===== src/hw/rtl/bni_pkg.sv =====
// shared types and constants for the batch normalization inference core
package bni_pkg;

    localparam int CHANNELS_DEF   = 64;
    localparam int DATA_WIDTH_DEF = 16;
    localparam int FRAC_BITS_DEF  = 8;

    localparam int CH_W   = 6;
    localparam int SMP_W  = 16;
    localparam int VAR_W  = 15;
    localparam int EPS_W  = 16;
    localparam int PADR_W = 3;
    localparam int PDAT_W = 32;

    // register index, taken from paddr[2]
    localparam logic REG_EPSILON = 1'b0;

    typedef enum logic {
        KIND_LOAD   = 1'b0,
        KIND_SAMPLE = 1'b1
    } t_kind;

    // item as it travels through the root cells
    typedef struct packed {
        t_kind                    kind;
        logic [CH_W-1:0]          channel;
        logic signed [SMP_W-1:0]  sample;
        logic signed [SMP_W-1:0]  gamma;
        logic signed [SMP_W-1:0]  beta;
        logic signed [SMP_W-1:0]  mean;
    } t_item;

    // what a sample carries alongside the divider
    typedef struct packed {
        logic signed [SMP_W-1:0]  gamma;
        logic signed [SMP_W-1:0]  beta;
        logic                     neg;
        logic                     zero;
    } t_post;

endpackage


===== src/hw/rtl/bni_sqrt_cell.sv =====
// one digit step of the integer square root, two radicand bits per cell
module bni_sqrt_cell import bni_pkg::*; #(
    parameter int ROOT_W = 13
) (
    input  logic                  i_clk,
    input  logic                  i_rst_n,
    input  logic                  i_en,
    input  logic                  i_valid,
    input  t_item                 i_item,
    input  logic [2*ROOT_W-1:0]   i_rad,
    input  logic [ROOT_W+1:0]     i_rem,
    input  logic [ROOT_W-1:0]     i_root,
    output logic                  o_valid,
    output t_item                 o_item,
    output logic [2*ROOT_W-1:0]   o_rad,
    output logic [ROOT_W+1:0]     o_rem,
    output logic [ROOT_W-1:0]     o_root
);

    logic                  r_valid;
    t_item                 r_item;
    logic [2*ROOT_W-1:0]   r_rad;
    logic [ROOT_W+1:0]     r_rem;
    logic [ROOT_W-1:0]     r_root;

    logic [ROOT_W+1:0]     rem2;
    logic [ROOT_W+1:0]     trial;
    logic                  ge;

    // bring down the next two radicand bits, try root*4+1
    assign rem2  = {i_rem[ROOT_W-1:0], i_rad[2*ROOT_W-1 -: 2]};
    assign trial = {i_root, 2'b01};
    assign ge    = (rem2 >= trial);

    always_ff @(posedge i_clk) begin
        if (!i_rst_n) begin
            r_valid <= 1'b0;
        end else if (i_en) begin
            r_valid <= i_valid;
        end
    end

    always_ff @(posedge i_clk) begin
        if (i_en) begin
            r_item <= i_item;
            r_rad  <= {i_rad[2*ROOT_W-3:0], 2'b00};
            r_rem  <= ge ? (rem2 - trial) : rem2;
            r_root <= {i_root[ROOT_W-2:0], ge};
        end
    end

    assign o_valid = r_valid;
    assign o_item  = r_item;
    assign o_rad   = r_rad;
    assign o_rem   = r_rem;
    assign o_root  = r_root;

endmodule


===== config.mk =====
export PLATFORM = sky130hd
export DESIGN_NAME = bni_sqrt_cell
export DESIGN_NICKNAME = d
export VERILOG_FILES = /design/src/hw/rtl/bni_pkg.sv /design/src/hw/rtl/bni_sqrt_cell.sv
export SDC_FILE = /design/constraint.sdc
export NUM_CORES = 1
export LEC_CHECK = 0
export BUFFER_PORTS_ARGS = -buffer_cell sky130_fd_sc_hd__buf_2
export CORE_AREA = 2 2 108 110
export DETAILED_ROUTE_END_ITERATION = 12
export DIE_AREA = 0 0 110 112
export PLACE_DENSITY_LB_ADDON = 0.05
export SLEW_MARGIN = 30
export SYNTH_ARGS = -nofsm -noshare
export SYNTH_HDL_FRONTEND = slang
export SYNTH_SLANG_ARGS = --single-unit

===== constraint.sdc =====
create_clock -name i_clk -period 3 [get_ports i_clk]
set_input_delay 0.75 -clock i_clk [delete_from_list [all_inputs] [get_ports i_clk]]
set_output_delay 0.75 -clock i_clk [all_outputs]
set_load 0.02 [all_outputs]

==> After elaboration in Yosys (flattened, before gate mapping) <==
Cells that the tools add are included.
{ "word_totals": {"reg_bits": 124, "out_inout_bits": 126, "word_cells": 13} }
{ "classes": {"addsub": 1, "n_lt_le_gt_ge": 1, "n_mux": 1} }
{ "ops": {"columns": ["operator", "count"], "rows": [
  ["$ge A15 B15 Y1", 1],
  ["$mux W15", 1],
  ["$sub A15 B15 Y15", 1]
]} }

==> Longest topological paths before layout <==
{ "logic_depth": {"ltp_word": 2, "depth_mapped": 10, "mapped_depth_nobuf": 8} }

==> Worst setup path after synthesis <==
OpenSTA, ideal clock, no wires.
{ "synth_path": {"path_type": "input port to flip-flop", "startpoint": "input port i_root[6]", "endpoint": "register r_rem[11] (netlist: o_rem[11]) (data pin)", "setup_time_ns": 0.260, "t_arrival_ns": 2.502, "t_required_ns": 2.740, "setup_slack_ns": 0.238, "stages": 10, "n_path_buf": 2, "path_cell_list": "inv_1 ha_1 buf_2 nand4_1 o41ai_2 a31oi_2 o21a_4 inv_4 buf_12 mux2_4"} }
{ "synth_between": {"elab_chain_cells": 2, "word_cells_on_any_way": 3, "classes_between": "add/sub: 1; order compare: 1; mux: 1"} }
{ "synth_rtl": {"columns": ["element", "line_no", "text"], "rows": [
  ["start: declaration", "bni_sqrt_cell.sv:12", "input logic [ROOT_W-1:0] i_root,"],
  ["$ge A15 B15 Y1", "bni_sqrt_cell.sv:33", "assign ge = (rem2 >= trial);"],
  ["net ge", "bni_sqrt_cell.sv:28", "logic ge;"],
  ["$mux W15", "bni_sqrt_cell.sv:47", "r_rem <= ge ? (rem2 - trial) : rem2;"],
  ["end signal: assignment", "bni_sqrt_cell.sv:47", null],
  ["end: declaration", "bni_sqrt_cell.sv:23", "logic [ROOT_W+1:0] r_rem;"]
]} }
The timed path passes the listed nets, and every way through them passes these cells.
A chain may end at the register's enable or synchronous reset.

==> Worst setup path after layout <==
{ "layout_path": {"startpoint": "input port i_root[7]", "endpoint": "register r_rem[2] (netlist: o_rem[2]) (data pin)"} }
{ "layout_between": {"elab_chain_cells": 2} }
{ "layout_rtl": {"columns": ["element", "line_no"], "rows": [
  ["$ge A15 B15 Y1", "bni_sqrt_cell.sv:33"],
  ["$mux W15", "bni_sqrt_cell.sv:47"]
]} }
No other way between the ends.

==> impl_metrics.tcl <==
set metrics [dict create \
    via_per_inst 4.783 \
    wl_per_cell_um 16.63 \
    startpoint_type "input port" \
    io_buffers 250 \
    dr_total_vias 3377 \
    drc 0 \
    yosysWarningCount 0 \
    area_growth_pct 42.58 \
    cts_hold_buf 0 \
    synth_seq_cells 124 \
    diodes 0 \
    dp_hpwl_um 9006 \
    clk_path_buf_depth 2 \
    hold_path_class "input port to flop" \
    grt.total_usage 0.1898 \
    clkLatencyLatePin_ps 400 \
    cap_viol_max_count 0 \
    clkSlewWorstSetupHoldPaths_ps 60 \
    dp.cells 674 \
    arrival_ps 2690 \
    whs_ps 515.9 \
    cp.required_ps 3160 \
    boundaryPins 255 \
    finClkSkew_ps 0 \
    critical_path_class "input port to flop" \
    max_freq_ghz 0.3951 \
    powerDensity_nw_per_um2 710.7 \
    start_util 0.4374 \
    coreArea_um2 11170 \
    synthFlopType "edfxtp_1" \
    relSlewSlack 0.6514 \
    holdCritStartpoint "i_item[38]" \
    setup_viol 0 \
    nFillCells 903 \
    ant_nets 0 \
    finalSetupTns_ps 0 \
    cts_tree "done" \
    clockRootBuffer "clkbuf_16" \
    gp_congestion 0.8178 \
    worst-path-max-fanout 11 \
    r2r_setup_slack_ps 2420 \
    syn_inst 278 \
    hold_violations 0 \
    rr_endpoint "o_valid$_SDFFE_PN0P_" \
    cts.sinks 124 \
    grt_start_max_net_pins 65 \
    first_pass_iters 4 \
    drt-initial-drc-count 188 \
    antenna_found_initial 1 \
    status "finished clean" \
    cts_buffers 17 \
    cts_resized 0 \
    gr-total-overflow 0 \
    grt_pass1_wl_um 17200 \
    cts_setup_buffers 0 \
    hold_end "o_item[38]$_DFFE_PP_" \
    grt_pass1_vias 3294 \
    synthArstFlopShare 0 \
    min_period_over_period 0.8437 \
    syn_area_per_cell_um2 17.58 \
    finalCriticalPeriod_ps 2531 \
    ys_types 53 \
    r2r-start "o_valid$_SDFFE_PN0P_" \
    synth_seq_area_share 0.7599 \
    rsz0062_at_grt "no" \
    die_w_um 110 \
    peakVddDrop_uv 340.0 \
    rows 39 \
    synth_edf_count 123 \
    nets 694 \
    wirelength_um 11740 \
    fin_cells 706 \
    ctsHtreeMaxLevel 4 \
    drv_slew 0 \
    reg2reg_depth 2 \
    layout-drive-gt1-share 0.5542 \
    hold_depth 1 \
    p_leak_uw 0.003126 \
    die_area_um2 12320 \
    end_kind "flop" \
    die_h_um 112 \
    syn_area_um2 4887 \
    worst_slew_pin_slew_ps 517.4 \
]
[cells in the final DEF, fill, tap and decap left out, types with 6 or more instances in the layout]
cell type  instances
buf_2            249
edfxtp_1         123
clkbuf_16         17
inv_1             16
ha_1              15
buf_4             12
a21oi_1            9
nand2_1            9
nor2_1             8
mux2_4             8
a21o_1             7
xnor2_1            6
[Yosys cell counts (4+ instances only)]
library cell    n  share of area
mux2_4          8          0.025
a21o_1          7          0.011
nand3_1         5         0.0051
edfxtp_1      123           0.76
a21oi_1         9         0.0092
and3_1          4         0.0051
o31ai_1         4         0.0061
buf_2           4         0.0041
ha_1           15          0.038
nor2_1          8         0.0061
o21ai_0         4         0.0041
inv_1          16          0.012
o211ai_1        5         0.0077
xnor2_1         6          0.011
nand2_1         9         0.0069
[per-layer routing]
layer / vias to the layer above / wire length (µm) / GRT usage / part of all wire
li1: 1635 / - / - / -
met1: 1574 / 4447 / 0.2189 / 0.38
met5: - / 17 / 0 / 0.0014
met2: 144 / 6037 / 0.3141 / 0.51
met4: 2 / 205 / 0.08017 / 0.017
met3: 22 / 1030 / 0.07084 / 0.088
[registers in the layout, summed over array words and instances (netlist names)]
name / cells
o_item: 71
o_rem: 15
o_valid: 1
o_rad: 24
o_root: 13
[cell families after synthesis]
kind of cell	count (synthesis)	synth area share
multiplexers	12	0.03303
adder cells (fa/ha/maj)	15	0.03840
flip-flops	124	0.7599
AND/OR/NAND/NOR	40	0.04173
other	1	0.0007673
AO/OA/AOI/OAI	50	0.08141
XOR/XNOR	9	0.01613
buffers and inverters	27	0.02867
[layout make-up]
cell class	count	area, µm²	area share
Clock buffer	17	425.4	0.06105
Tap cell	143	178.9	0.02568
Sequential cell	124	3714	0.5330
Multi-Input combinational cell	128	1037	0.1489
Clock inverter	15	190.2	0.02729
Inverter	17	66.31	0.009517
Timing Repair Buffer	262	1356	0.1946
[worst max-delay path by stage]
stage,startpoint,end,slack (ps),depth (start not counted)
6_report,i_root[7],o_rem[2]$_DFFE_PP_,470,9
5_1_grt,i_root[7],o_rem[2]$_DFFE_PP_,300,9
4_1_cts,i_root[7],o_rem[2]$_DFFE_PP_,450,9
3_5_place_dp,i_root[7],o_rem[2]$_DFFE_PP_,20,9
3_3_place_gp,i_root[7],o_rem[2]$_DFFE_PP_,30,9
2_1_floorplan,i_root[6],o_rem[11]$_DFFE_PP_,240,10
[metrics by stage]
step	cell area, µm²	util	worst slack (ps)	total power, µW
global placement	6352	0.5685	33.62	2894
finish	6968	0.6236	468.9	4952
global route	6968	0.6236	304.4	5155
CTS	6968	0.6236	453.8	5011
detailed placement	6352	0.5685	21.31	2907
floorplan	4891	-	237.9	2589
[power by group]
group / leakage [µW] / internal, µW / switching (µW)
clock: 0.000297 / 1320 / 767
sequential: 0.00121 / 2080 / 32.9
combinational: 0.00162 / 294 / 456
total: 0.00313 / 3700 / 1260
[worst max-delay path, stage by stage]
cell	delay (ps)
buf_2	90
inv_1	40
ha_1	390
nand4_1	180
o41ai_2	400
a31oi_2	150
o21a_4	150
inv_4	180
mux2_2	360
No activity file was read; power rests on OpenSTA's default activity.
