### config.mk
export PLATFORM = sky130hd
export DESIGN_NAME = bni_out_buf
export DESIGN_NICKNAME = d
export VERILOG_FILES = /design/src/hw/rtl/bni_pkg.sv /design/src/hw/rtl/bni_out_buf.sv
export SDC_FILE = /design/constraint.sdc
export NUM_CORES = 1
export LEC_CHECK = 0
export BUFFER_PORTS_ARGS = -buffer_cell sky130_fd_sc_hd__buf_2
export CAP_MARGIN = 10
export CORE_UTILIZATION = 58
export CTS_BUF_LIST = sky130_fd_sc_hd__clkbuf_8
export DETAILED_ROUTE_END_ITERATION = 16
export GPL_TIMING_DRIVEN = 0
export PLACE_DENSITY = 0.92
export SETUP_SLACK_MARGIN = 0.1
export SYNTH_ARGS = -nofsm -noshare
export SYNTH_HDL_FRONTEND = slang
export SYNTH_SLANG_ARGS = --single-unit
### constraint.sdc
create_clock -name i_clk -period 3.7 [get_ports i_clk]
set_input_delay 0.185 -clock i_clk [delete_from_list [all_inputs] [get_ports i_clk]]
set_output_delay 0.185 -clock i_clk [all_outputs]
set_load 0.005 [all_outputs]
### src/hw/rtl/bni_pkg.sv
// shared types and constants for the batch normalization inference core
package bni_pkg;

    localparam int CHANNELS_DEF   = 64;
    localparam int DATA_WIDTH_DEF = 16;
    localparam int FRAC_BITS_DEF  = 8;

    localparam int CH_W   = 6;
    localparam int SMP_W  = 16;
    localparam int VAR_W  = 15;
    localparam int EPS_W  = 16;
    localparam int PADR_W = 3;
    localparam int PDAT_W = 32;

    // register index, taken from paddr[2]
    localparam logic REG_EPSILON = 1'b0;

    typedef enum logic {
        KIND_LOAD   = 1'b0,
        KIND_SAMPLE = 1'b1
    } t_kind;

    // item as it travels through the root cells
    typedef struct packed {
        t_kind                    kind;
        logic [CH_W-1:0]          channel;
        logic signed [SMP_W-1:0]  sample;
        logic signed [SMP_W-1:0]  gamma;
        logic signed [SMP_W-1:0]  beta;
        logic signed [SMP_W-1:0]  mean;
    } t_item;

    // what a sample carries alongside the divider
    typedef struct packed {
        logic signed [SMP_W-1:0]  gamma;
        logic signed [SMP_W-1:0]  beta;
        logic                     neg;
        logic                     zero;
    } t_post;

endpackage

### src/hw/rtl/bni_out_buf.sv
// two-entry result buffer between the pipeline and the output channel
module bni_out_buf import bni_pkg::*; #(
    parameter int DATA_W = 16
) (
    input  logic              i_clk,
    input  logic              i_rst_n,
    input  logic              i_push,
    input  logic [DATA_W-1:0] i_value,
    input  logic              i_flag,
    input  logic              i_stall,
    output logic              o_space,
    output logic              o_valid,
    output logic [DATA_W-1:0] o_value,
    output logic              o_flag
);

    logic [1:0]        r_count;
    logic [1:0]        n_count;
    logic [DATA_W-1:0] r_val0;
    logic [DATA_W-1:0] r_val1;
    logic              r_flg0;
    logic              r_flg1;
    logic              pop;

    assign pop     = (r_count != 2'd0) && !i_stall;
    assign o_space = (r_count != 2'd2);
    assign o_valid = (r_count != 2'd0);
    assign o_value = r_val0;
    assign o_flag  = r_flg0;

    always_comb begin
        n_count = r_count;
        if (i_push && !pop) begin
            n_count = r_count + 2'd1;
        end else if (!i_push && pop) begin
            n_count = r_count - 2'd1;
        end
    end

    always_ff @(posedge i_clk) begin
        if (!i_rst_n) begin
            r_count <= 2'd0;
        end else begin
            r_count <= n_count;
        end
    end

    // push only happens with one entry or fewer held
    always_ff @(posedge i_clk) begin
        if (pop) begin
            if (r_count == 2'd2) begin
                r_val0 <= r_val1;
                r_flg0 <= r_flg1;
            end else if (i_push) begin
                r_val0 <= i_value;
                r_flg0 <= i_flag;
            end
        end else if (i_push && r_count == 2'd0) begin
            r_val0 <= i_value;
            r_flg0 <= i_flag;
        end
        if (i_push && !pop && r_count == 2'd1) begin
            r_val1 <= i_value;
            r_flg1 <= i_flag;
        end
    end

endmodule

Yosys cells after proc, flatten, opt, wreduce, memory -nomap -nowiden
Cells that the tools add are included.
{"block": "classes", "mux": 10, "n_eq_ne": 4, "reduce_logical": 13, "add_sub_neg": 2}
{"cell": "16-bit 2-to-1 mux", "n": 4}
{"cell": "2-bit nonzero test", "n": 3}
{"cell": "1-bit logical AND", "n": 5}
{"cell": "1-bit 2-to-1 mux", "n": 4}
{"cell": "2-bit 2-to-1 mux", "n": 2}
{"cell": "1-bit zero test", "n": 3}
{"cell": "3-bit by 2-bit inequality test with 1-bit output, second input constant", "n": 1}
{"cell": "2-bit by 1-bit adder with 2-bit output, second input constant", "n": 1}
{"cell": "2-bit by 1-bit equality test with 1-bit output, second input constant", "n": 1}
{"cell": "2-bit equality test, second input constant", "n": 1}
{"cell": "2-bit zero test", "n": 1}
{"cell": "2-bit inequality test, second input constant", "n": 1}
{"cell": "2-bit AND reduction", "n": 1}
{"cell": "2-bit by 1-bit subtractor with 2-bit output, second input constant", "n": 1}
{"block": "totals", "inputBits": 21, "ff_bits": 36, "output_inout_bits": 19, "wordCells": 34}

Longest topological paths before layout
Gate-level depths: netlist of run 1.
{"block": "depth", "depth_word": 5, "mapped_depth": 8, "depth_no_buf": 8}

Worst setup path after synthesis of run 1
Ideal clock, no wire load.
{"block": "synth_path", "path_kind": "register to register", "from": "register r_count[0]", "to": "register r_flg0, in the netlist o_flag, enable pin", "setup_slack_ps": 1511, "stages_incl_launch_ff": 6, "setup_time_ps": 397, "t_required_ps": 3303, "path_buffers": 0, "synth_period_minus_slack_ps": 2189, "arrival_time_ps": 1792, "cell_sequence": "dfxtp_1 inv_1 ha_1 nor2_1 ha_1 a21oi_1"}
{"block": "synth_between", "elab_chain_len": 4, "word_cells_on_any_way": 8, "classes_between": "2 x eq/ne; 6 x reduce/logical"}
{"item": "from (decl)", "line_no": "bni_out_buf.sv:17", "text": "logic [1:0] r_count;"}
{"item": "from (signal assigned)", "line_no": "bni_out_buf.sv:44", "text": "r_count <= n_count;"}
{"item": "2-bit nonzero test / 2-bit zero test (equally long branches)", "line_no": "bni_out_buf.sv:25, bni_out_buf.sv:58"}
{"item": "1-bit logical AND (on tied branches)", "line_no": "bni_out_buf.sv:25, bni_out_buf.sv:58"}
{"item": "3-bit by 2-bit inequality test with 1-bit output (no source line) / 2-bit nonzero test (equally long branches)"}
{"item": "2-bit AND reduction (no source line) *"}
{"item": "to (signal assigned)", "line_no": "bni_out_buf.sv:53", "text": "r_flg0 <= r_flg1;"}
{"item": "to (signal assigned)", "line_no": "bni_out_buf.sv:56", "text": "r_flg0 <= i_flag;"}
{"item": "to (signal assigned)", "line_no": "bni_out_buf.sv:60", "text": "r_flg0 <= i_flag;"}
{"item": "to (decl)", "line_no": "bni_out_buf.sv:21", "text": "logic r_flg0;"}
Every way passes the cells marked *; elsewhere a longest branch is shown, timed or not.
A chain may end at the register's enable or synchronous reset.

Final worst setup path of run 1
{"block": "layout_path", "from": "register r_count[0]", "to": "register r_val0[0], in the netlist o_value[0], enable pin"}
{"block": "layout_between", "elab_chain_len": 4, "word_cells_on_any_way": 8, "classes_between": "2 x eq/ne; 6 x reduce/logical"}
{"item": "2-bit nonzero test / 2-bit zero test (equally long branches)", "line_no": "bni_out_buf.sv:25, bni_out_buf.sv:58"}
{"item": "1-bit logical AND (on tied branches)", "line_no": "bni_out_buf.sv:25, bni_out_buf.sv:58"}
{"item": "3-bit by 2-bit inequality test with 1-bit output (no source line) / 2-bit nonzero test (equally long branches)"}
{"item": "2-bit AND reduction (no source line) *"}
{"item": "to (signal assigned)", "line_no": "bni_out_buf.sv:52", "text": "r_val0 <= r_val1;"}
{"item": "to (signal assigned)", "line_no": "bni_out_buf.sv:55", "text": "r_val0 <= i_value;"}
{"item": "to (signal assigned)", "line_no": "bni_out_buf.sv:59", "text": "r_val0 <= i_value;"}
{"item": "to (decl)", "line_no": "bni_out_buf.sv:19", "text": "logic [DATA_W-1:0] r_val0;"}
Marked as above.

==> flow_summary.toml, run 1 <==
[outcome]
status = "finished clean"

[clocking]
cts_buffers = 5
cts_tree = "done"
cts_setup_buffers = 0
insertion_delay_ps = 280
hold_buffers = 0
post_cts_resized = 0
clockBufferDepth = 2
clockRootBuffer = "clkbuf_8"
cts.sinks = 36
path_clk_slew_ps = 70
cts_max_level = 2

[synth]
synth_seq_area_share_pct = 71.14
ys_ff_latch = 36
syn_inst = 80
yosysMostFrequentCell = "edfxtp_1"
yosys_warnings = 0
synth_top_area_share_pct = 68.46
syn_avg_cell_area_um2 = 18.64
synth_cell_types = 16
synth.area.top_cells = "edfxtp_1, mux2_4, mux2_2, ha_1, dfxtp_1"
synth_common_cells = "edfxtp_1, mux2_4, mux2_2, ha_1, inv_1"
syn_area_um2 = 1491
syn-num-nets = 107
synth_top_area_cell = "edfxtp_1"
synth_edf_count = 34
async_flop_share_pct = 0
synth_ff_type = "edfxtp_1"

[finish]
drive_gt1_share_pct = 52.76
diodes = 0
area_delta_synth_final_pct = 21.39
nets = 153
stdcell_area_um2 = 1810

[worst_setup_path]
endpoint_kind = "flop"
timing.rr.end = "o_value[0]"
r2r_slack_ps = 1620
cp_common_cell = "ha_1"
worstSetupStartpointType = "flop"
path_class = "reg -> reg"
cp_max_fo = 17
slowest_stage = "a21oi_2"
crit_start = "r_count[0]"
cp.required_ps = 3600
worstPathArrival_ps = 1980
slowest_delay_ps = 700
path_cells = "inv_1, ha_1, nor2_1, ha_1, a21oi_2"
reg2regPathDepth = 5
r2r_start = "r_count[0]"

[route]
ant_nets = 0
drc = 0
wl_per_cell_um = 14.83
dr.pass1.iters = 4
vias_per_cell = 5.076
drt_iter0_drc = 19
route.vias.total = 797
routed_wl_um = 2328

[timing]
period_needed_ps = 2079
fin_setup_tns_ps = 0
fin_skew_ps = 5.065
hold_viol = 0
clock.fmax_mhz = 481.0
tightest_slew_ps = 919.2
max_slew_margin_pct = 38.72
rsz0062_at_grt = "no"
fin_crit_sh_pct = 56.19
slew_viol_final = 0
setup_viol = 0

[die]
design.core.area_um2 = 2455
ios = 40
die-width_um = 52.71
dieArea_um2 = 2778
fp.dieH_um = 52.71
start_util_pct = 60.75
std_cell_rows = 18

[global_route]
antenna_found_initial = 0
grt_max_degree = 18
grt_pass1_wl_um = 3408
grt_pass1_vias = 775
grt_use_total_pct = 18.76
overflow = 0

[placed_design]
routabilityCongestion = 0.7171
dp_hpwl_um = 1665
port_buffers = 39
placed_cell_area_um2 = 1728

[worst_hold_path]
whs_path_depth = 1
min_to = "r_val1[8]"
hold_class = "in -> reg"
min_from = "i_value[8]"

[power]
p_switching_uw = 272.5
p_comb_share_pct = 21.4
leakage_uw = 0.0007343
p_clk_share_pct = 24.5
swShare_pct = 26.17
p_int_uw = 768.7
ir_drop_v = 0.0004256
power-per-cell-area_nw_per_um2 = 575.1
seqPwrFrac_pct = 54.1
power_uw = 1041

[run]
cap_violations = 0
==> routing by layer <==
metal | routed length, um | vias to the layer above | GRT usage [%]
li1 | - | 384 | -
met1 | 930 | 383 | 20.98
met2 | 1241 | 26 | 31.65
met3 | 124 | 4 | 6.377
met4 | 31 | 0 | 9.211
met5 | 0 | - | 0
==> cells by family after synthesis <==
family,after synthesis,share of synthesized area [%]
mux,17,15.35
buf+inv,8,3.104
flops,36,71.14
compound gates,5,1.846
simple gates,7,2.937
fa+ha+maj,6,5.033
xor+xnor,1,0.5874
==> final cells by class <==
cell class,count,area (um2)
tap,30,37.54
timing repair buffer,39,195.2
clock buffer,5,68.82
buffer,1,20.02
sequential,36,1061
inverter,7,26.28
clock inverter,3,13.76
multi-input combinational,36,387.9
fill,164,644.4
==> cells in the final DEF (no fill, tap or decap) <==
master and n:
o21ai_0 2, dfxtp_1 2, clkinv_2 2, buf_2 39, clkbuf_8 5, edfxtp_1 34, nor2_1 2, a21oi_1 1
ha_1 6, inv_1 6, buf_12 1, mux2_2 7, inv_2 1, nor3_4 1, and2_1 2, xor2_1 1
nand2_1 2, mux2_4 10, clkinv_1 1, a21oi_2 1, a21boi_0 1
==> metrics by stage <==
step           setup slack (ps)  std cells  utilization [%]  hold WS, ps
3_5_place_dp               1607        149            70.39        380.2
5_1_grt                    1448        157            73.75        80.31
2_1_floorplan              1511         80                -        283.9
4_1_cts                    1596        157            73.75        83.84
6_report                   1621        157            73.75        90.70
3_3_place_gp               1162        149            70.23        378.5
==> power groups by stage <==
stage                     Sequential [uW]  Combinational [uW]  Clock, uW
after floorplan                       577                 122          0
after global placement                568                 212          0
after detailed placement              573                 226          0
after CTS                             565                 226        260
after global routing                  571                 248        274
final                                 563                 223        256
==> sequential cells by signal, summed over array words and instances (netlist names) <==
name	flops
o_flag	1
r_flg1	1
r_val1	16
o_value	16
r_count	2
==> worst max path at each step <==
stage | to | slack (ps) | cells after the start
after floorplan | o_flag | 1510 | 5
after global placement | o_value[10] | 1160 | 5
after detailed placement | o_value[0] | 1610 | 5
after CTS | o_flag | 1600 | 5
after global routing | o_value[5] | 1450 | 5
final | o_value[0] | 1620 | 5
==> critical path, delay by kind of cell, from the launching register on <==
family | cells | cell delay (ps)
compound gates | 1 | 700
fa+ha+maj | 2 | 460
buf+inv | 1 | 90
flops | 1 | 340
simple gates | 1 | 110
No activity file was read; power rests on OpenSTA's default activity.
==> inputs of run 2 (changes only) <==
- CORE_UTILIZATION: 58 -> 53
- PLACE_DENSITY: 0.92 -> 0.85
- clock period: 3.7 -> 2 ns (I/O delays scaled with it)
==> run 2 against run 1 <==
Power increased by 92%. Clock skew decreased by 2.5 ps. Register-to-register slack got worse by 1400 ps. Sequential power increased by 83%. Combinational power increased by 120%. Die area increased by 9.1%. Sequential cell count unchanged. Worst setup slack got worse by 1400 ps.
==> flow_summary.toml, run 2 (synthesis gave the netlist of run 1 again) <==
[worst_setup_path]
slowest_stage = "dfxtp_1"
crit_start = "r_count[0]"
cp_max_fo = 5
path_depth = 5
cp.required_ps = 2040
path_cells = "inv_1, ha_1, nor3_4, buf_4, mux2_2"
reg2regPathDepth = 5
r2r_start = "r_count[0]"
slowest_delay_ps = 380
r2r_slack_ps = 190
worstSetupStartpointType = "flop"
worstPathArrival_ps = 1850
endpoint_kind = "flop"
path_class = "reg -> reg"
crit_family = "flip-flops"
path_buf_inv = 2

[finish]
drive_gt1_share_pct = 50.71
layout_common_cells = "buf_2, edfxtp_1, dlygate4sd3_1"
diodes = 0
register_area_um2 = 1061
final_common_cell = "buf_2"
multi_input_area_um2 = 400.4
area_delta_synth_final_pct = 31.46
fillCellCount = 162
nets = 166

[timing]
rsz0062_at_grt = "no"
fin_setup_tns_ps = 0
period_needed_ps = 1814
setup_viol = 0
fin_skew_ps = 2.560
fin_crit_sh_pct = 90.71
tightest_slew_ps = 303.8
slew_viol_final = 0
hold_viol = 0
clock.fmax_mhz = 551.2
max_slew_margin_pct = 79.68

[die]
start_util_pct = 58.09
fp.dieH_um = 55.05
ios = 40
dieArea_um2 = 3030
std_cell_rows = 18
die-width_um = 55.05
design.core.area_um2 = 2567

[outcome]
status = "finished clean"

[route]
dr.pass1.iters = 6
drt_iter0_drc = 15
vias_per_cell = 4.900
routed_wl_um = 2326
wl_per_cell_um = 13.68
route.vias.total = 833
ant_nets = 0
drc = 0

[placed_design]
port_buffers = 39
routabilityCongestion = 0.6469
dp_hpwl_um = 1578

[clocking]
clockRootBuffer = "clkbuf_8"
cts_max_level = 2
insertion_delay_ps = 280
cts_tree = "done"
clockBufferDepth = 2
cts.sinks = 36
path_clk_slew_ps = 70
cts_buffers = 5

[worst_hold_path]
whs_path_depth = 1
hold_class = "in -> reg"
min_from = "i_value[11]"

[power]
power-per-cell-area_nw_per_um2 = 1019
leakage_uw = 0.0007975
power_uw = 1998
ir_drop_v = 0.0008508

[run]
cap_violations = 0

[global_route]
grt_max_degree = 18
overflow = 0
grt_use_total_pct = 18.43
grt_pass1_wl_um = 3484
antenna_found_initial = 0
grt_pass1_vias = 804
[run 2: cell count changes in the layout (fill, tap and decap cells not counted)]
cell / before / now
dlygate4sd3_1: 0 / 11
a21oi_2: 1 / 0
a21oi_4: 0 / 1
and2_1: 2 / 1
and2_4: 0 / 1
buf_12: 1 / 2
buf_4: 0 / 1
nor2_1: 2 / 1
nor2_2: 0 / 1
[run 2: area by class of cell]
| type | instances | area share [%] |
|---|---|---|
| Sequential cell | 36 | 54.12 |
| Inverter | 7 | 1.340 |
| Tap cell | 30 | 1.914 |
| Multi-Input combinational cell | 36 | 20.42 |
| Clock buffer | 5 | 3.510 |
| Buffer | 1 | 1.021 |
| Clock inverter | 3 | 0.7020 |
| Timing Repair Buffer | 52 | 16.98 |
[run 2: worst register-to-register path: stages (launching register included)]
cell and delay [ps]:
dfxtp_1 380, inv_1 90, ha_1 280, nor3_4 280, buf_4 210, mux2_2 330
[run 2: power by group]
group | total, uW | internal [uW] | leakage (uW) | switching (uW)
Clock | 476 | 236 | 0.0000453 | 240
Combinational | 488 | 240 | 0.000417 | 248
Sequential | 1030 | 999 | 0.000335 | 35.0
Total | 2000 | 1470 | 0.000797 | 523
[run 2: worst paths after layout]
check | endpoint
setup / recovery | o_value[11]
hold / removal | r_val1[11]
setup reg to reg | o_value[11]
hold reg to reg | r_count[0]
[run 2: what timing repair did]
item / CTS / global route
resized for setup: 3 / 1
hold buffers: 9 / 2
setup endpoints to repair: 44 / 1
endpoints found under the hold margin: 9 / 2
cloned: 0 / 0
pin swaps: 2 / 0
buffers inserted: 2 / 0
[run 2: routing by layer]
metal  global-route usage, %  part of all wire [%]  vias up
met4                   12.08                  0.90        0
met2                   31.33                    53       29
met1                   19.02                    41      386
met5                       0                     0        -
li1                        -                     -      414
met3                   6.557                   5.5        4
[run 2: through the flow]
step           hold WS [ps]  cell area, um2  std cells  setup slack [ps]  util [%]
2_1_floorplan         198.9            1495         80             172.7         -
4_1_cts               1.019            1938        168             188.2     75.49
6_report              8.263            1961        170             185.7     76.36
5_1_grt               2.779            1961        170             108.9     76.36
3_5_place_dp          295.9            1728        149            -124.5     67.30
3_3_place_gp          292.9            1728        149            -44.60     67.30
