$ cat src/hw/rtl/bni_pkg.sv
// shared types and constants for the batch normalization inference core
package bni_pkg;

    localparam int CHANNELS_DEF   = 64;
    localparam int DATA_WIDTH_DEF = 16;
    localparam int FRAC_BITS_DEF  = 8;

    localparam int CH_W   = 6;
    localparam int SMP_W  = 16;
    localparam int VAR_W  = 15;
    localparam int EPS_W  = 16;
    localparam int PADR_W = 3;
    localparam int PDAT_W = 32;

    // register index, taken from paddr[2]
    localparam logic REG_EPSILON = 1'b0;

    typedef enum logic {
        KIND_LOAD   = 1'b0,
        KIND_SAMPLE = 1'b1
    } t_kind;

    // item as it travels through the root cells
    typedef struct packed {
        t_kind                    kind;
        logic [CH_W-1:0]          channel;
        logic signed [SMP_W-1:0]  sample;
        logic signed [SMP_W-1:0]  gamma;
        logic signed [SMP_W-1:0]  beta;
        logic signed [SMP_W-1:0]  mean;
    } t_item;

    // what a sample carries alongside the divider
    typedef struct packed {
        logic signed [SMP_W-1:0]  gamma;
        logic signed [SMP_W-1:0]  beta;
        logic                     neg;
        logic                     zero;
    } t_post;

endpackage

$ cat src/hw/rtl/bni_div_cell.sv
// one quotient bit of an unsigned restoring division
module bni_div_cell import bni_pkg::*; #(
    parameter int QUO_W = 24,
    parameter int DIV_W = 13
) (
    input  logic              i_clk,
    input  logic              i_rst_n,
    input  logic              i_en,
    input  logic              i_valid,
    input  t_post             i_post,
    input  logic [DIV_W-1:0]  i_div,
    input  logic [QUO_W-1:0]  i_num,
    input  logic [DIV_W-1:0]  i_rem,
    input  logic [QUO_W-1:0]  i_quo,
    output logic              o_valid,
    output t_post             o_post,
    output logic [DIV_W-1:0]  o_div,
    output logic [QUO_W-1:0]  o_num,
    output logic [DIV_W-1:0]  o_rem,
    output logic [QUO_W-1:0]  o_quo
);

    logic              r_valid;
    t_post             r_post;
    logic [DIV_W-1:0]  r_div;
    logic [QUO_W-1:0]  r_num;
    logic [DIV_W-1:0]  r_rem;
    logic [QUO_W-1:0]  r_quo;

    logic [DIV_W:0]    rem2;
    logic [DIV_W:0]    diff;
    logic              ge;

    assign rem2 = {i_rem, i_num[QUO_W-1]};
    assign diff = rem2 - {1'b0, i_div};
    assign ge   = (rem2 >= {1'b0, i_div});

    always_ff @(posedge i_clk) begin
        if (!i_rst_n) begin
            r_valid <= 1'b0;
        end else if (i_en) begin
            r_valid <= i_valid;
        end
    end

    always_ff @(posedge i_clk) begin
        if (i_en) begin
            r_post <= i_post;
            r_div  <= i_div;
            r_num  <= {i_num[QUO_W-2:0], 1'b0};
            r_rem  <= ge ? diff[DIV_W-1:0] : rem2[DIV_W-1:0];
            r_quo  <= {i_quo[QUO_W-2:0], ge};
        end
    end

    assign o_valid = r_valid;
    assign o_post  = r_post;
    assign o_div   = r_div;
    assign o_num   = r_num;
    assign o_rem   = r_rem;
    assign o_quo   = r_quo;

endmodule

$ cat config.mk
export PLATFORM = sky130hd
export DESIGN_NAME = bni_div_cell
export DESIGN_NICKNAME = d
export VERILOG_FILES = /design/src/hw/rtl/bni_pkg.sv /design/src/hw/rtl/bni_div_cell.sv
export SDC_FILE = /design/constraint.sdc
export NUM_CORES = 1
export LEC_CHECK = 0
export ABC_AREA = 1
export BUFFER_PORTS_ARGS = -buffer_cell sky130_fd_sc_hd__buf_2
export CAP_MARGIN = 20
export CORE_MARGIN = 2
export CORE_UTILIZATION = 46
export DETAILED_ROUTE_END_ITERATION = 7
export GPL_ROUTABILITY_DRIVEN = 0
export HOLD_SLACK_MARGIN = 0.08
export PLACE_DENSITY = 0.87
export SKIP_LAST_GASP = 1
export SLEW_MARGIN = 20
export SYNTH_ARGS = -nofsm -noshare
export SYNTH_HDL_FRONTEND = slang
export SYNTH_SLANG_ARGS = --single-unit
$ cat constraint.sdc
create_clock -name i_clk -period 2.5 [get_ports i_clk]
set_input_delay 0.375 -clock i_clk [delete_from_list [all_inputs] [get_ports i_clk]]
set_output_delay 0.375 -clock i_clk [all_outputs]
set_load 0.01 [all_outputs]
# Word level (Yosys, flattened, before mapping)
# Index checks and enable logic that the tools add are counted.
[word_totals]
out_inout_bits = 109
reg_bits = 108
wordCells = 12
[classes]
add_sub_neg = 1
mux = 1
n_lt_le_gt_ge = 1
[ops]
columns = ["cell", "count"]
rows = [
  ["$ge A14 B13 Y1", 1],
  ["$mux W13", 1],
  ["$sub A13 B13 Y13", 1],
]

# Depth between registers and ports, before layout
# Gate-level depths: netlist of run 1.
[logic_depth]
word_depth = 2
depth_mapped = 12
ltp_nobuf = 11

# Least setup slack after synthesis of run 1
# No wires, ideal clock.
[synth_timing]
path_kind = "input-to-reg"
from = "input i_num[23]"
to = "register r_rem[1] (netlist: o_rem[1]) (data pin)"
slack_ns = 0.627
t_arrival_ns = 1.618
stages = 10
t_required_ns = 2.246
setup_ns = 0.254
path_buffers = 1
path_cell_list = "inv_1 -> ha_1 -> fa_1 -> inv_1 -> nand2_1 -> nand3_2 -> nand2_4 -> nand3_4 -> buf_8 -> o21ai_2"
[synth_between]
elab_chain_cells = 2
elab_cells_between_ends = 3
classes_between = "1 x add/sub; 1 x order compare; 1 x mux"
[synth_lines]
columns = ["item", "line_no", "source"]
rows = [
  ["from (decl)", "bni_div_cell.sv:12", "input logic [QUO_W-1:0] i_num,"],
  ["$sub A13 B13 Y13 or $ge A14 B13 Y1 (tied branches)", "bni_div_cell.sv:35, bni_div_cell.sv:36", ""],
  ["$mux W13 (*)", "bni_div_cell.sv:51", "r_rem <= ge ? diff[DIV_W-1:0] : rem2[DIV_W-1:0];"],
  ["to (signal assigned)", "bni_div_cell.sv:51", ""],
  ["to (decl)", "bni_div_cell.sv:27", "logic [DIV_W-1:0] r_rem;"],
]
# Every way passes the cells marked *; elsewhere a longest branch is shown, timed or not.
# A chain may end at the register's enable or synchronous reset.

# Worst setup path after layout of run 1
[layout_timing]
from = "input i_div[5]"
to = "register r_rem[6] (netlist: o_rem[6]) (data pin)"
[layout_between]
elab_chain_cells = 2
elab_cells_between_ends = 3
classes_between = "1 x add/sub; 1 x order compare; 1 x mux"
[layout_lines]
columns = ["item", "line_no", "source"]
rows = [
  ["from (decl)", "bni_div_cell.sv:11", "input logic [DIV_W-1:0] i_div,"],
  ["$sub A13 B13 Y13 or $ge A14 B13 Y1 (tied branches)", "bni_div_cell.sv:35, bni_div_cell.sv:36", ""],
  ["$mux W13 (*)", "bni_div_cell.sv:51", ""],
]
# Marked as above.

==> flow_metrics.env, run 1 <==
export IMPL_setup_ws_ps=655.6
export IMPL_synthMuxAreaShare_pct=0
export IMPL_dp_slack_ps=287.9
export IMPL_cts_buffers_inserted=9
export IMPL_synthAdderAreaFrac_pct=4.102
export IMPL_overflow=0
export IMPL_drive_above_1_share_pct=48.83
export IMPL_worstPathRequired_ps=2610
export IMPL_synth_compound_area_share_pct=2.416
export IMPL_vias_per_cell=4.746
export IMPL_wirelength_um=11480
export IMPL_yosys_warnings=0
export IMPL_period_needed_ps=1844
export IMPL_cts_root_buf="clkbuf_8"
export IMPL_drv_cap=0
export IMPL_start_util_pct=47.74
export IMPL_grt_pass1_vias=3183
export IMPL_crit_path_end_kind="flop"
export IMPL_fin_util_pct=62.92
export IMPL_cts_tree="done"
export IMPL_grt_pass1_wl_um=16350
export IMPL_synthesis_area_um2=4453
export IMPL_synth_simple_gate_area_share_pct=13.60
export IMPL_dieArea_um2=10480
export IMPL_dp_hpwl_um=8941
export IMPL_area_delta_synth_final_pct=31.81
export IMPL_synth_nets=451
export IMPL_ir_drop_mv=0.3045
export IMPL_cts_buffer_depth=2
export IMPL_cts_hold_buf=0
export IMPL_h_tree_depth=3
export IMPL_worst_slew_pin_slew_ps=591.5
export IMPL_final_antenna_net_count=0
export IMPL_avgSynthCellArea_um2=13.70
export IMPL_io_pins=221
export IMPL_rows=35
export IMPL_finalCritPeriodShare_pct=73.77
export IMPL_stdcell_area_um2=5869
export IMPL_max_freq_mhz=542.2
export IMPL_diodes=0
export IMPL_synth_seq_cells=108
export IMPL_cp_max_fo=21
export IMPL_cts_resized=0
export IMPL_drc=0
export IMPL_crit_type="input port to flop"
export IMPL_critical_path_startpoint_type="input port"
export IMPL_clk_latency_ps=360
export IMPL_synth_top_family_by_area="simple AND/OR/NAND/NOR gates"
export IMPL_cts_sinks=108
export IMPL_hold_path_class="input port to flop"
export IMPL_place_area_um2=5685
export IMPL_chipHeight_um=102.4
export IMPL_synthCells=325
export IMPL_dr_first_iter_drc_count=157
export IMPL_synth_edf_count=107
export IMPL_yosysSeqAreaShare_pct=72.60
export IMPL_first_pass_iters=4
export IMPL_ys_types=26
export IMPL_hold_viol_final=0
export IMPL_cts_setup_buffers=0
export IMPL_pwr_density_cell_nw_per_um2=659.4
export IMPL_crit_arrival_ps=1960
export IMPL_grt_total_usage_pct=21.37
export IMPL_finClkSkew_ps=0
export IMPL_wl_per_cell_um=16.73
export IMPL_p_leak_nw=2.796
export IMPL_fin_total_pwr_mw=3.870
export IMPL_fin_nets=678
export IMPL_synthFlopType="edfxtp_1"
export IMPL_fin_tns_setup_ps=0
export IMPL_antenna_found_initial=0
export IMPL_clk_pin_slew_worst_paths_ps=110
export IMPL_rsz0062_at_grt="false"
export IMPL_outcome="completed"
export IMPL_core_area_um2=9328
export IMPL_dieWidth_um=102.4
export IMPL_relSlewSlack_pct=60.57
export IMPL_vias=3256
export IMPL_fillCellCount=714
export IMPL_grt_max_degree=110
export IMPL_async_reset_ff_share_pct=0
export IMPL_final_max_slew_viol_count=0
export IMPL_finalSetupViolCount=0
export IMPL_synth_xor_area_share_pct=1.180
export IMPL_io_buffers=218
==> stage by stage <==
step | cells | hold WS (ps)
2_1_floorplan | 325 | 468.5
3_3_place_gp | 670 | 545.0
3_5_place_dp | 670 | 553.1
4_1_cts | 686 | 153.8
5_1_grt | 686 | 146.0
6_report | 686 | 179.1
==> power by group <==
| group | switching (mW) | total, mW | internal (mW) |
|---|---|---|---|
| combinational | 0.404 | 0.670 | 0.266 |
| sequential | 0.0351 | 2.21 | 2.17 |
| clock | 0.610 | 0.994 | 0.384 |
| total | 1.05 | 3.87 | 2.82 |
==> path summary, 6_finish.rpt <==
check | from | slack, ps | endpoint | cells past startpoint
max | i_div[5] | 660 | o_rem[6] | 11
min | i_post[21] | 180 | o_post[21] | 1
max reg2reg | o_valid | 1810 | o_valid | 2
min reg2reg | o_valid | 590 | o_valid | 2
==> flip-flops by register name (all words and copies together), names as in the netlist <==
register / count
o_div: 13
o_rem: 13
o_num: 23
o_valid: 1
o_post: 34
o_quo: 24
==> critical path, cell delays in order <==
cell and delay (ps):
buf_2 100, inv_1 50, ha_1 340, nand2_1 120, inv_2 50, nand2_1 90
nand3_2 130, nand2_4 140, nand3_4 300, nand2_1 190, o21ai_2 60
==> kinds of logic after synthesis <==
| family | after synthesis |
|---|---|
| compound gates | 14 |
| fa+ha+maj | 14 |
| flops | 108 |
| buf+inv | 62 |
| simple gates | 120 |
| other cells | 1 |
| xor+xnor | 6 |
==> cells in the final DEF, fill, tap and decap left out, drive strengths merged <==
cell type and count:
a21oi 6, buf 220, clkbuf 10, clkinv 2
clkinvlp 1, conb 1, dfxtp 1, edfxtp 107
fa 1, ha 13, inv 61, nand2 80
nand3 18, nand4 11, nor2 11, o21ai 8
xnor2 1, xor2 5
==> cells in the mapped netlist, types with 2 or more instances <==
cell,number,area share [%]
nand4_1,11,1.5
xor2_1,5,0.98
nand2_2,11,1.5
nand3_4,2,0.79
o21ai_2,7,1.4
edfxtp_1,107,72
buf_4,2,0.34
nor2_2,2,0.28
nor2_4,2,0.51
a21oi_1,5,0.56
inv_1,52,4.4
nand3_2,5,1.1
inv_2,6,0.51
nand2_1,68,5.7
nor2_1,7,0.59
nand3_1,11,1.2
ha_1,13,3.7
==> routing by layer <==
metal | share of wire (%) | global-route usage [%]
met1 | 36 | 22.56
met2 | 53 | 38.71
met3 | 8.4 | 6.566
met4 | 3.1 | 10.26
met5 | 0 | 0
==> area by class of cell <==
| type | count | area, µm² | share of cell area [%] |
|---|---|---|---|
| clock inverters | 6 | 56.30 | 0.9593 |
| multi-input cells | 155 | 952.2 | 16.22 |
| flip-flops and latches | 108 | 3233 | 55.08 |
| well taps | 129 | 161.4 | 2.750 |
| clock buffers | 10 | 127.6 | 2.174 |
| inverters | 58 | 217.7 | 3.709 |
| repair buffers | 220 | 1121 | 19.10 |
Note: power is estimated with default switching activity, not from simulation.
==> run 2: changes to the inputs <==
--- a/config.mk
+++ b/config.mk
@@ -9,11 +9,11 @@
 export BUFFER_PORTS_ARGS = -buffer_cell sky130_fd_sc_hd__buf_2
 export CAP_MARGIN = 20
 export CORE_MARGIN = 2
-export CORE_UTILIZATION = 46
+export CORE_UTILIZATION = 41
 export DETAILED_ROUTE_END_ITERATION = 7
 export GPL_ROUTABILITY_DRIVEN = 0
 export HOLD_SLACK_MARGIN = 0.08
-export PLACE_DENSITY = 0.87
+export PLACE_DENSITY = 0.83
 export SKIP_LAST_GASP = 1
 export SLEW_MARGIN = 20
 export SYNTH_ARGS = -nofsm -noshare
==> constraint.sdc (replaced) <==
create_clock -name i_clk -period 1.5 [get_ports i_clk]
set_input_delay 0.225 -clock i_clk [delete_from_list [all_inputs] [get_ports i_clk]]
set_output_delay 0.225 -clock i_clk [all_outputs]
set_load 0.01 [all_outputs]
==> run 2 against run 1 <==
Net effect: non-clock buffer count grew 130; final cell count grew 21%; design area grew 24%; core utilization grew 5.3 points; sequential power grew 67%; die area grew 12%; clock power grew 60%; critical path depth is the same; register-to-register slack lost 1000 ps; clock skew is the same; hold slack lost 32 ps; highest routed layer is now met5.
==> flow_metrics.env, run 2 (synthesis gave the netlist of run 1 again) <==
export IMPL_hold_viol_final=0
export IMPL_cts_sinks=108
export IMPL_cts_buffer_depth=2
export IMPL_fin_tns_setup_ps=0
export IMPL_crit_chain="buf_2 -> inv_1 -> ha_1 -> nand2_1 -> inv_1 -> nand2_2 -> nor2_4 -> nand3_4 -> nand3_4 -> buf_12 -> o21ai_2"
export IMPL_drv_cap=0
export IMPL_largest_reg_flops=34
export IMPL_vias_per_cell=4.676
export IMPL_groute_layer_met3_usage_pct=5.726
export IMPL_final_max_slew_viol_count=0
export IMPL_clk_pin_slew_worst_paths_ps=100
export IMPL_start_util_pct=41.63
export IMPL_wl_per_cell_um=17.78
export IMPL_finalSetupViolCount=0
export IMPL_drc=0
export IMPL_dp_slack_ps=-392.7
export IMPL_cp_slowest_stage_delay_ps=310
export IMPL_rows=38
export IMPL_place_area_um2=6202
export IMPL_vias=3872
export IMPL_multi_input_area_um2=1125
export IMPL_crit_family="simple AND/OR/NAND/NOR gates"
export IMPL_outcome="completed"
export IMPL_grt_pass1_vias=3994
export IMPL_grt_total_usage_pct=24.67
export IMPL_slowest_stage="ha_1"
export IMPL_cts_buffers_inserted=9
export IMPL_stdcell_area_um2=7302
export IMPL_worstPathRequired_ps=1620
export IMPL_cp_max_fo=14
export IMPL_h_tree_depth=3
export IMPL_dieArea_um2=11710
export IMPL_drive_above_1_share_pct=49.20
export IMPL_chipHeight_um=108.2
export IMPL_antenna_found_initial=2
export IMPL_r2r_cells=2
export IMPL_crit_arrival_ps=1550
export IMPL_finalCritPeriodShare_pct=95.19
export IMPL_cts_tree="done"
export IMPL_fillCellCount=722
export IMPL_fin_total_pwr_mw=6.836
export IMPL_final_common_cell="buf_2"
export IMPL_crit_buf_inv=4
export IMPL_hold_path_class="input port to flop"
export IMPL_io_pins=221
export IMPL_fin_nets=808
export IMPL_overflow=0
export IMPL_finClkSkew_ps=0
export IMPL_gr_max_usage_layer="met2"
export IMPL_setup_ws_ps=72.19
export IMPL_pwr_density_cell_nw_per_um2=936.1
export IMPL_io_buffers=218
export IMPL_worstReg2RegStart="o_valid"
export IMPL_final_antenna_net_count=0
export IMPL_first_pass_iters=6
export IMPL_regArea_um2=3233
export IMPL_p_leak_nw=3.379
export IMPL_rsz0062_at_grt="false"
export IMPL_gr_usage_met1_pct=26.18
export IMPL_hold_depth=3
export IMPL_layout_common_cells="216 x buf_2, 107 x edfxtp_1, 92 x dlygate4sd3_1, 62 x nand2_1, 42 x inv_1"
export IMPL_grt_max_degree=37
export IMPL_whs_endpoint="o_valid"
export IMPL_dieWidth_um=108.2
export IMPL_crit_type="input port to flop"
export IMPL_cts_root_buf="clkbuf_8"
export IMPL_grt_pass1_wl_um=21180
export IMPL_core_area_um2=10700
export IMPL_clk_latency_ps=360
export IMPL_reg2reg_setup_slack_ps=800
export IMPL_dp_hpwl_um=9581
export IMPL_area_delta_synth_final_pct=63.98
export IMPL_crit_path_end_kind="flop"
export IMPL_cts_setup_buffers=0
export IMPL_hold_start="i_valid"
export IMPL_r2r_end="o_valid"
export IMPL_grt_util_met2_pct=45.64
export IMPL_max_freq_mhz=700.4
export IMPL_ir_drop_mv=0.5399
export IMPL_critical_path_startpoint_type="input port"
export IMPL_wirelength_um=14720
export IMPL_period_needed_ps=1428
export IMPL_dr_first_iter_drc_count=313
[run 2: changes by cell type in the layout (fill, tap and decap cells not counted), sizes merged]
| cell | delta |
|---|---|
| clkbuf | +3 |
| dlygate4sd3 | +92 |
| clkinvlp | -1 |
| buf | +37 |
| diode | +1 |
| inv | -1 |
[run 2: layout make-up]
| class | instances | share of cell area (%) |
|---|---|---|
| tap | 140 | 2.399 |
| multi-input combinational | 155 | 15.40 |
| clock buffer | 12 | 1.851 |
| timing repair buffer | 350 | 32.47 |
| sequential | 108 | 44.28 |
| antenna | 1 | 0.03427 |
| inverter | 58 | 3.187 |
| clock inverter | 4 | 0.3770 |
[run 2: what timing repair did]
| item | in CTS | in global routing |
|---|---|---|
| gates resized for setup | 0 | 5 |
| hold buffers | 92 | 0 |
| endpoints found under the setup margin | 0 | 13 |
| endpoints found under the hold margin | 92 | 0 |
[run 2: power by group]
| group | internal (mW) | switching (mW) | total, mW |
|---|---|---|---|
| registers | 3.62 | 0.0784 | 3.70 |
| logic | 0.745 | 0.798 | 1.54 |
| clock network | 0.616 | 0.979 | 1.59 |
| total | 4.98 | 1.86 | 6.84 |
[run 2: worst register-to-register path, stage by stage (launching register included)]
cell     delay [ps]
dfxtp_1         340
o21ai_0         190
a21oi_1          60
[run 2: worst max path at each step]
| stage | start | end | slack [ps] | depth (start not counted) |
|---|---|---|---|---|
| 2_1_floorplan | i_num[23] | o_rem[1] | -120 | 10 |
| 3_3_place_gp | i_num[23] | o_rem[12] | -340 | 12 |
| 3_5_place_dp | i_num[23] | o_rem[12] | -390 | 12 |
| 4_1_cts | i_num[23] | o_rem[12] | 20 | 12 |
| 5_1_grt | i_div[6] | o_rem[6] | 1 | 12 |
| 6_report | i_div[6] | o_rem[1] | 70 | 11 |
[run 2: routing by layer]
layer	part of all wire, %	vias to the layer above
met4	4.0	2
met1	35	1822
met3	7.5	44
met2	53	192
li1	-	1812
met5	0.075	-
[run 2: stage by stage]
step                      hold WS, ps  instances  util (%)
after detailed placement        403.6        719     57.98
after floorplan                 318.5        325         -
final                           146.8        828     68.26
after CTS                       102.6        827     68.11
after global routing            135.7        828     68.26
after global placement          402.1        719     57.98
==> run 3: changes to the inputs <==
--- a/config.mk
+++ b/config.mk
@@ -5,11 +5,11 @@
 export SDC_FILE = /design/constraint.sdc
 export NUM_CORES = 1
 export LEC_CHECK = 0
-export ABC_AREA = 1
 export BUFFER_PORTS_ARGS = -buffer_cell sky130_fd_sc_hd__buf_2
 export CAP_MARGIN = 20
 export CORE_MARGIN = 2
-export CORE_UTILIZATION = 41
+export CORE_UTILIZATION = 40
+export CTS_CLUSTER_SIZE = 28
 export DETAILED_ROUTE_END_ITERATION = 7
 export GPL_ROUTABILITY_DRIVEN = 0
 export HOLD_SLACK_MARGIN = 0.08
==> run 3 against run 2 <==
Net effect: the run now ends with negative setup slack left; non-clock buffer count decreased by 8; critical path depth decreased by 1; clock-buffer cell count decreased by 2; via count decreased by 12%; critical endpoint is now o_rem[11].
==> flow_metrics.env, run 3 <==
export IMPL_fin_tns_setup_ps=-6744
export IMPL_async_reset_ff_share_pct=0
export IMPL_hold_viol_final=0
export IMPL_grt_total_usage_pct=23.95
export IMPL_synth_seq_cells=108
export IMPL_multi_input_area_um2=870.8
export IMPL_clk_latency_ps=350
export IMPL_hold_path_class="input port to flop"
export IMPL_cts_tree="done"
export IMPL_synth_top_cell_by_area="edfxtp_1"
export IMPL_period_needed_ps=2032
export IMPL_fillCellCount=664
export IMPL_dieArea_um2=11110
export IMPL_finalCritPeriodShare_pct=135.5
export IMPL_dr_first_iter_drc_count=237
export IMPL_cts_sinks=108
export IMPL_area_delta_synth_final_pct=65.95
export IMPL_start_util_pct=40.55
export IMPL_dpl_cell_count=601
export IMPL_grt_pass1_vias=3562
export IMPL_yosysMostFrequentCell="edfxtp_1"
export IMPL_cts_root_buf="clkbuf_8"
export IMPL_synthCells=220
export IMPL_overflow=0
export IMPL_drive_above_1_share_pct=49.57
export IMPL_cts_buffers_inserted=9
export IMPL_yosysSeqAreaShare_pct=78.64
export IMPL_rows=37
export IMPL_chipHeight_um=105.4
export IMPL_ir_drop_mv=0.5797
export IMPL_fin_total_pwr_mw=6.792
export IMPL_wl_per_cell_um=18.77
export IMPL_layout_common_cells="215 x buf_2, 107 x edfxtp_1, 92 x dlygate4sd3_1, 30 x buf_4, 14 x inv_1"
export IMPL_final_max_slew_viol_count=0
export IMPL_rsz0062_at_grt="true"
export IMPL_critical_path_startpoint_type="input port"
export IMPL_final_antenna_net_count=0
export IMPL_synth_common_cells="107 x edfxtp_1, 15 x inv_1, 13 x ha_1"
export IMPL_io_pins=221
export IMPL_cts_buffer_depth=2
export IMPL_fin_nets=698
export IMPL_drv_cap=0
export IMPL_largest_reg_flops=34
export IMPL_io_buffers=218
export IMPL_clk_pin_slew_worst_paths_ps=100
export IMPL_failed_checks="negative setup slack"
export IMPL_setup_ws_ps=-531.9
export IMPL_wirelength_um=13380
export IMPL_crit_arrival_ps=2140
export IMPL_finClkSkew_ps=0
export IMPL_diodes=0
export IMPL_synth_nets=346
export IMPL_dieWidth_um=105.4
export IMPL_core_area_um2=10140
export IMPL_p_leak_nw=3.032
export IMPL_synth_edf_count=107
export IMPL_synthFlopType="edfxtp_1"
export IMPL_ys_types=43
export IMPL_pwr_density_cell_nw_per_um2=995.5
export IMPL_worstPathRequired_ps=1610
export IMPL_synth_top_area_share_pct=78.15
export IMPL_crit_type="input port to flop"
export IMPL_first_pass_iters=4
export IMPL_synthesis_area_um2=4111
export IMPL_h_tree_depth=3
export IMPL_dp_hpwl_um=8251
export IMPL_fin_cells=713
export IMPL_avgSynthCellArea_um2=18.69
export IMPL_vias=3410
export IMPL_final_common_cell="buf_2"
export IMPL_fin_util_pct=67.30
export IMPL_max_freq_mhz=492.2
export IMPL_cp_max_fo=6
export IMPL_drc=0
export IMPL_crit_path_end_kind="flop"
export IMPL_finalSetupViolCount=14
export IMPL_regArea_um2=3233
export IMPL_antenna_found_initial=0
export IMPL_grt_pass1_wl_um=20060
export IMPL_outcome="complete, but fails checks"
export IMPL_synthTopCellsByArea="edfxtp_1 78%, ha_1 4.0%, mux2_4 2.6%"
export IMPL_yosys_warnings=0
export IMPL_vias_per_cell=4.783
export IMPL_grt_max_degree=40
run 3: path summary, 6_finish.rpt:
kind / from / endpoint / slack [ps] / cells past startpoint
setup / recovery: i_num[23] / o_rem[11] / -530 / 10
hold / removal: i_div[1] / o_div[1] / 100 / 1
setup reg to reg: o_valid / o_valid / 900 / 2
hold reg to reg: o_valid / o_valid / 550 / 2
run 3: area by class of cell:
cell class | instances | share of cell area (%)
clock inverter | 6 | 0.6969
multi-input combinational | 96 | 12.76
clock buffer | 10 | 1.871
sequential | 108 | 47.39
timing repair buffer | 342 | 33.78
inverter | 15 | 1.009
tap | 136 | 2.494
run 3: worst max-delay path: stages:
cell and delay [ps]:
buf_12 90, inv_12 30, ha_4 140, fa_2 340
nand2b_4 160, a21oi_4 140, o21ai_2 80, a211oi_2 310
o32a_4 310, mux2_4 310
run 3: timing repair:
action,CTS,global route
hold endpoints to repair,92,0
hold buffers,92,0
cloned,1,0
pin swaps,5,0
gates resized for setup,11,2
setup endpoints to repair,14,14
setup buffers,2,1
run 3: kinds of logic after synthesis:
logic type / after synthesis / share of synthesized area, %
mux: 14 / 4.382
other cells: 1 / 0.09121
xor+xnor: 9 / 1.917
flops: 108 / 78.64
fa+ha+maj: 14 / 4.443
buf+inv: 17 / 2.039
compound gates: 26 / 4.291
simple gates: 31 / 4.200
run 3: power by group:
group	internal (mW)	total, mW	switching (mW)
Sequential	3.63	3.70	0.0798
Combinational	0.764	1.44	0.676
Clock	0.622	1.65	1.03
run 3: per-stage QoR:
stage	instance area, µm²	worst slack [ps]	hold slack (ps)
floorplan	4163	-804.7	323.9
global placement	5642	-1043	402.6
detailed placement	5642	-1108	403.2
CTS	6810	-492.8	84.80
global route	6823	-569.9	92.46
finish	6823	-531.9	104.5
run 3: routing by layer:
| metal | vias up | track usage (%) | share of wire [%] | wire length, µm |
|---|---|---|---|---|
| met3 | 33 | 7.174 | 8.3 | 1116 |
| met1 | 1638 | 28.00 | 37 | 5012 |
| li1 | 1546 | - | - | - |
| met4 | 0 | 7.810 | 2.9 | 392 |
| met2 | 193 | 42.07 | 51 | 6859 |
| met5 | - | 0 | 0 | 0 |
